--- config.mk ---
export PLATFORM = sky130hd
export DESIGN_NAME = pte_tint
export DESIGN_NICKNAME = d
export VERILOG_FILES = /design/src/design/pte_pkg.sv /design/src/design/pte_tint.sv
export SDC_FILE = /design/constraint.sdc
export NUM_CORES = 1
export LEC_CHECK = 0
export ABC_AREA = 1
export CORE_MARGIN = 1
export CORE_UTILIZATION = 60
export DETAILED_ROUTE_END_ITERATION = 8
export DONT_BUFFER_PORTS = 1
export PLACE_DENSITY = 0.79
export RECOVER_POWER = 100
export SYNTH_ARGS = -nofsm -noshare
export SYNTH_HDL_FRONTEND = slang
export SYNTH_SLANG_ARGS = --single-unit
--- constraint.sdc ---
create_clock -name vclk -period 2.2
set_input_delay 0.44 -clock vclk [all_inputs]
set_output_delay 0.44 -clock vclk [all_outputs]
set_load 0.05 [all_outputs]
--- src/design/pte_pkg.sv ---
// Shared types, codes and sizes for the palette tint engine.
package pte_pkg;

   localparam int unsigned DEF_PALETTE_ROWS     = 12;
   localparam int unsigned DEF_CLUTS_PER_ROW    = 16;
   localparam int unsigned DEF_COLOURS_PER_CLUT = 16;

   localparam int unsigned FUNC_W      = 2;
   localparam int unsigned ADDR_FLD_W  = 12;
   localparam int unsigned COLOUR_W    = 16;
   localparam int unsigned CHAN_W      = 5;
   localparam int unsigned OFFSET_W    = 6;
   localparam int unsigned ROW_MASK_W  = 12;
   localparam int unsigned CLUT_MASK_W = 16;
   localparam int unsigned SEL_IDX_W   = 4;
   localparam int unsigned CSR_IDX_W   = 3;
   localparam int unsigned CSR_DATA_W  = 16;

   localparam logic [CHAN_W-1:0] CHAN_MAX = 5'd31;
   localparam logic [CHAN_W-1:0] CHAN_MIN = 5'd1;

   localparam logic [FUNC_W-1:0] FUNC_WRITE = 2'd0;
   localparam logic [FUNC_W-1:0] FUNC_APPLY = 2'd1;
   localparam logic [FUNC_W-1:0] FUNC_READ  = 2'd2;

   localparam logic [CSR_IDX_W-1:0] REG_ROW_MASK   = 3'd0;
   localparam logic [CSR_IDX_W-1:0] REG_CLUT_MASK  = 3'd1;
   localparam logic [CSR_IDX_W-1:0] REG_RED_OFS    = 3'd2;
   localparam logic [CSR_IDX_W-1:0] REG_GREEN_OFS  = 3'd3;
   localparam logic [CSR_IDX_W-1:0] REG_BLUE_OFS   = 3'd4;

   typedef struct packed {
      logic signed [OFFSET_W-1:0] red;
      logic signed [OFFSET_W-1:0] green;
      logic signed [OFFSET_W-1:0] blue;
   } tint_offsets_type;

endpackage

--- src/design/pte_tint.sv ---
// Per-channel tint: offset add with clamp to 1..31, zero channels and flag kept.
module pte_tint (
   input  logic [pte_pkg::COLOUR_W-1:0] src_word,
   input  pte_pkg::tint_offsets_type    offsets,
   output logic [pte_pkg::COLOUR_W-1:0] tinted_word
);
   import pte_pkg::*;

   function automatic logic [CHAN_W-1:0] tint_chan(input logic [CHAN_W-1:0] c,
                                                   input logic signed [OFFSET_W-1:0] ofs);
      logic signed [CHAN_W+1:0] sum;
      logic [CHAN_W-1:0]        res;
      sum = $signed({2'b00, c}) + (CHAN_W+2)'(ofs);
      if (c == '0) begin
         res = '0;
      end else if (sum < $signed((CHAN_W+2)'(CHAN_MIN))) begin
         res = CHAN_MIN;
      end else if (sum > $signed((CHAN_W+2)'(CHAN_MAX))) begin
         res = CHAN_MAX;
      end else begin
         res = sum[CHAN_W-1:0];
      end
      return res;
   endfunction

   assign tinted_word = {src_word[COLOUR_W-1],
                         tint_chan(src_word[3*CHAN_W-1:2*CHAN_W], offsets.blue),
                         tint_chan(src_word[2*CHAN_W-1:CHAN_W], offsets.green),
                         tint_chan(src_word[CHAN_W-1:0], offsets.red)};

endmodule

==> impl_metrics.json, run 1 <==
{
  "die_x_um": 43.0,
  "netlist_area_sq_um": 1010,
  "rows": 14,
  "synth-seq-area-share_pct": 0,
  "gp_congestion": 0.877,
  "synthTopCellsByArea": "nand2_1 (19%), ha_1 (19%), nor2_1 (8.6%)",
  "port_buffers": 0,
  "ios": 50,
  "stop_stage": "detailed placement (3_5_place_dp)",
  "status": "did not finish",
  "synth.largest_area_cell": "nand2_1",
  "syn_inst": 169,
  "fp.dieH_um": 43.0,
  "avgSynthCellArea_sq_um": 5.97,
  "error_line": "[ERROR DPL-0038] Utilization greater than 100%, impossible to legalize",
  "synth.most_common_cell": "nand2_1",
  "synth_nets": 221,
  "synthDistinctLibCells": 20,
  "start_util_pct": 65.4,
  "yosysTopAreaCellShare_pct": 19.0,
  "synthTopCellsByCount": "nand2_1 (51), nor2_1 (23), inv_1 (18)",
  "yosys_warnings": 0
}
## logic make-up after synthesis
kind of cell | synth area share [%]
and+or+nand+nor | 60.5
buffers and inverters | 7.44
adders and majority gates | 24.6
AOI/OAI and AO/OA | 6.58
xor gates and xnor gates | 0.869
## through the flow
step	setup TNS, ns	instances	cell area (sq um)	worst slack (ns)	hold WS, ns
after floorplan	-0.933	169	1210	-0.109	1.05
after global placement	-1.55	215	1630	-0.179	0.880
==> run 2: changes to the inputs <==
Settings changed: CORE_AREA from default to 2 2 63 65, CORE_MARGIN 1 to default, CORE_UTILIZATION 60 to default, DIE_AREA from default to 0 0 65 67, PLACE_DENSITY 0.79 to default, PLACE_DENSITY_LB_ADDON from default to 0.15.
Clock period 2.2 ns to 2.85 ns, I/O delays scaled along.
==> run 2 against run 1 <==
Compared with the run above: the run now ends clean; synthesized cell count did not move; area after synthesis is the same.
==> impl_metrics.json, run 2 <==
{
  "grt_max_degree": 6,
  "synth.largest_area_cell": "nand2_1",
  "dp.cells": 234,
  "grt_setup_unrepaired": "false",
  "power_leakage_nw": 0.731,
  "drt-initial-drc-count": 24,
  "start_util_pct": 28.0,
  "crit_required_ns": 2.28,
  "p_int_mw": 0.200,
  "yosys_warnings": 0,
  "avgSynthCellArea_sq_um": 5.97,
  "n_antenna_cell": 0,
  "maxCapViolCount": 0,
  "worstMarginPinSlew_ns": 0.511,
  "syn_inst": 169,
  "critPathKind": "in -> out",
  "synth.most_common_cell": "nand2_1",
  "finalNetCount": 240,
  "pwr-share-seq_pct": 0,
  "synth-seq-area-share_pct": 0,
  "synthDistinctLibCells": 20,
  "cp-start-kind": "primary input",
  "fillers": 405,
  "area_growth_pct": 32.8,
  "drive_above_1_share_pct": 28.0,
  "cp.arrival_ns": 2.09,
  "gp_congestion": 0.764,
  "hold_buffers": 0,
  "hold_class": "in -> out",
  "cp_max_fo": 4,
  "powerDensity_nw_per_um2": 377,
  "placed_area_sq_um": 1350,
  "vias_per_cell": 4.68,
  "via_count": 1094,
  "hold_violations": 0,
  "status": "completed",
  "seq_cell_count": 0,
  "relSlewSlack_pct": 65.8,
  "power_frac_clock_pct": 0,
  "synth_nets": 221,
  "layout_common_cells": "nand2_1 (51), inv_1 (18), ha_1 (15)",
  "wl_um": 2390,
  "yosysTopAreaCellShare_pct": 19.0,
  "post_cts_buffers": 0,
  "switching_power_mw": 0.305,
  "rows": 22,
  "final_area_sq_um": 1340,
  "regArea_sq_um": 0,
  "drt-pass1-iter-count": 4,
  "ios": 50,
  "sw_frac_of_total_pct": 60.5,
  "fin_crit_ns": 2.66,
  "maxSlewViolCount": 0,
  "die_area_sq_um": 4360,
  "timing.hold.ws_ns": 1.14,
  "wl_per_cell_um": 10.2,
  "grt_pass1_vias": 1094,
  "grt_pass1_wl_um": 4360,
  "fin_cells": 234,
  "finish.utilization_pct": 37.1,
  "antenna_found_initial": 0,
  "detail-route-antenna-nets": 0,
  "synthTopCellsByCount": "nand2_1 (51), nor2_1 (23), inv_1 (18)",
  "setup_viol": 0,
  "fin_crit_sh_pct": 93.5,
  "irDropWorstVdd_mv": 0.148,
  "clockBufferCount": 0,
  "fmax_ghz": 0.375,
  "fp.dieH_um": 67,
  "tns_ns": 0,
  "drc": 0,
  "cp-end-kind": "output port",
  "core_sq_um": 3610,
  "die_x_um": 65,
  "port_buffers": 0,
  "grt_usage_pct": 11.8,
  "synthTopCellsByArea": "nand2_1 (19%), ha_1 (19%), nor2_1 (8.6%)",
  "cts_resized": 0,
  "netlist_area_sq_um": 1010,
  "final_common_cell": "nand2_1",
  "overflow": 0,
  "hpwlAfterDp_um": 2270,
  "power_frac_comb_pct": 100.0
}
==> run 2: final timing paths <==
check | startpoint | end | cells past startpoint
hold / removal | src_word[15] | tinted_word[15] | 0
setup / recovery | src_word[5] | tinted_word[9] | 12
==> run 2: final cells by class <==
type               count  area (sq um)  area share [%]
repair buffers        18           248            18.5
well taps             48          60.1            4.49
multi-input cells    150           963            72.0
inverters             18          67.6            5.05
==> run 2: worst max-delay path, stage by stage <==
cell     delay, ns
ha_1          0.22
fa_2          0.35
nand3_1       0.11
nand3_1       0.08
nand2_1       0.09
nand2_1       0.07
nand3_1       0.09
nand2_2       0.07
nand2_4       0.07
nand2_1       0.06
nor2_2        0.15
buf_12        0.16
==> run 2: cell families (layout without fill, tap and decap cells) <==
group / Yosys count / after routing / share of synthesized area (%)
AND/OR/NAND/NOR: 120 / 120 / 60.5
buffers and inverters: 19 / 36 / 7.44
adder cells (fa/ha/maj): 18 / 18 / 24.6
AO/OA/AOI/OAI: 11 / 11 / 6.58
XOR/XNOR: 1 / 1 / 0.869
==> run 2: metrics by stage <==
stage                     setup WS (ns)  total power [mW]
after global routing             0.0281             0.549
after detailed placement          0.110             0.516
after CTS                         0.108             0.518
final                             0.186             0.505
after global placement            0.132             0.512
after floorplan                 0.00711             0.340
==> run 2: layer usage <==
metal | wire [um] | GRT usage, % | vias to the layer above
li1 | - | - | 580
met1 | 967 | 13.8 | 490
met2 | 1290 | 24.6 | 24
met3 | 126 | 0.507 | 0
met4 | 0 | 0.266 | 0
met5 | 0 | 0 | -
==> run 2: power by group through the flow <==
stage               Combinational (mW)  Sequential, mW  Clock, mW
floorplan                        0.340               0          0
global placement                 0.512               0          0
detailed placement               0.516               0          0
CTS                              0.518               0          0
global route                     0.549               0          0
finish                           0.505               0          0
Note: power is estimated with default switching activity, not from simulation.
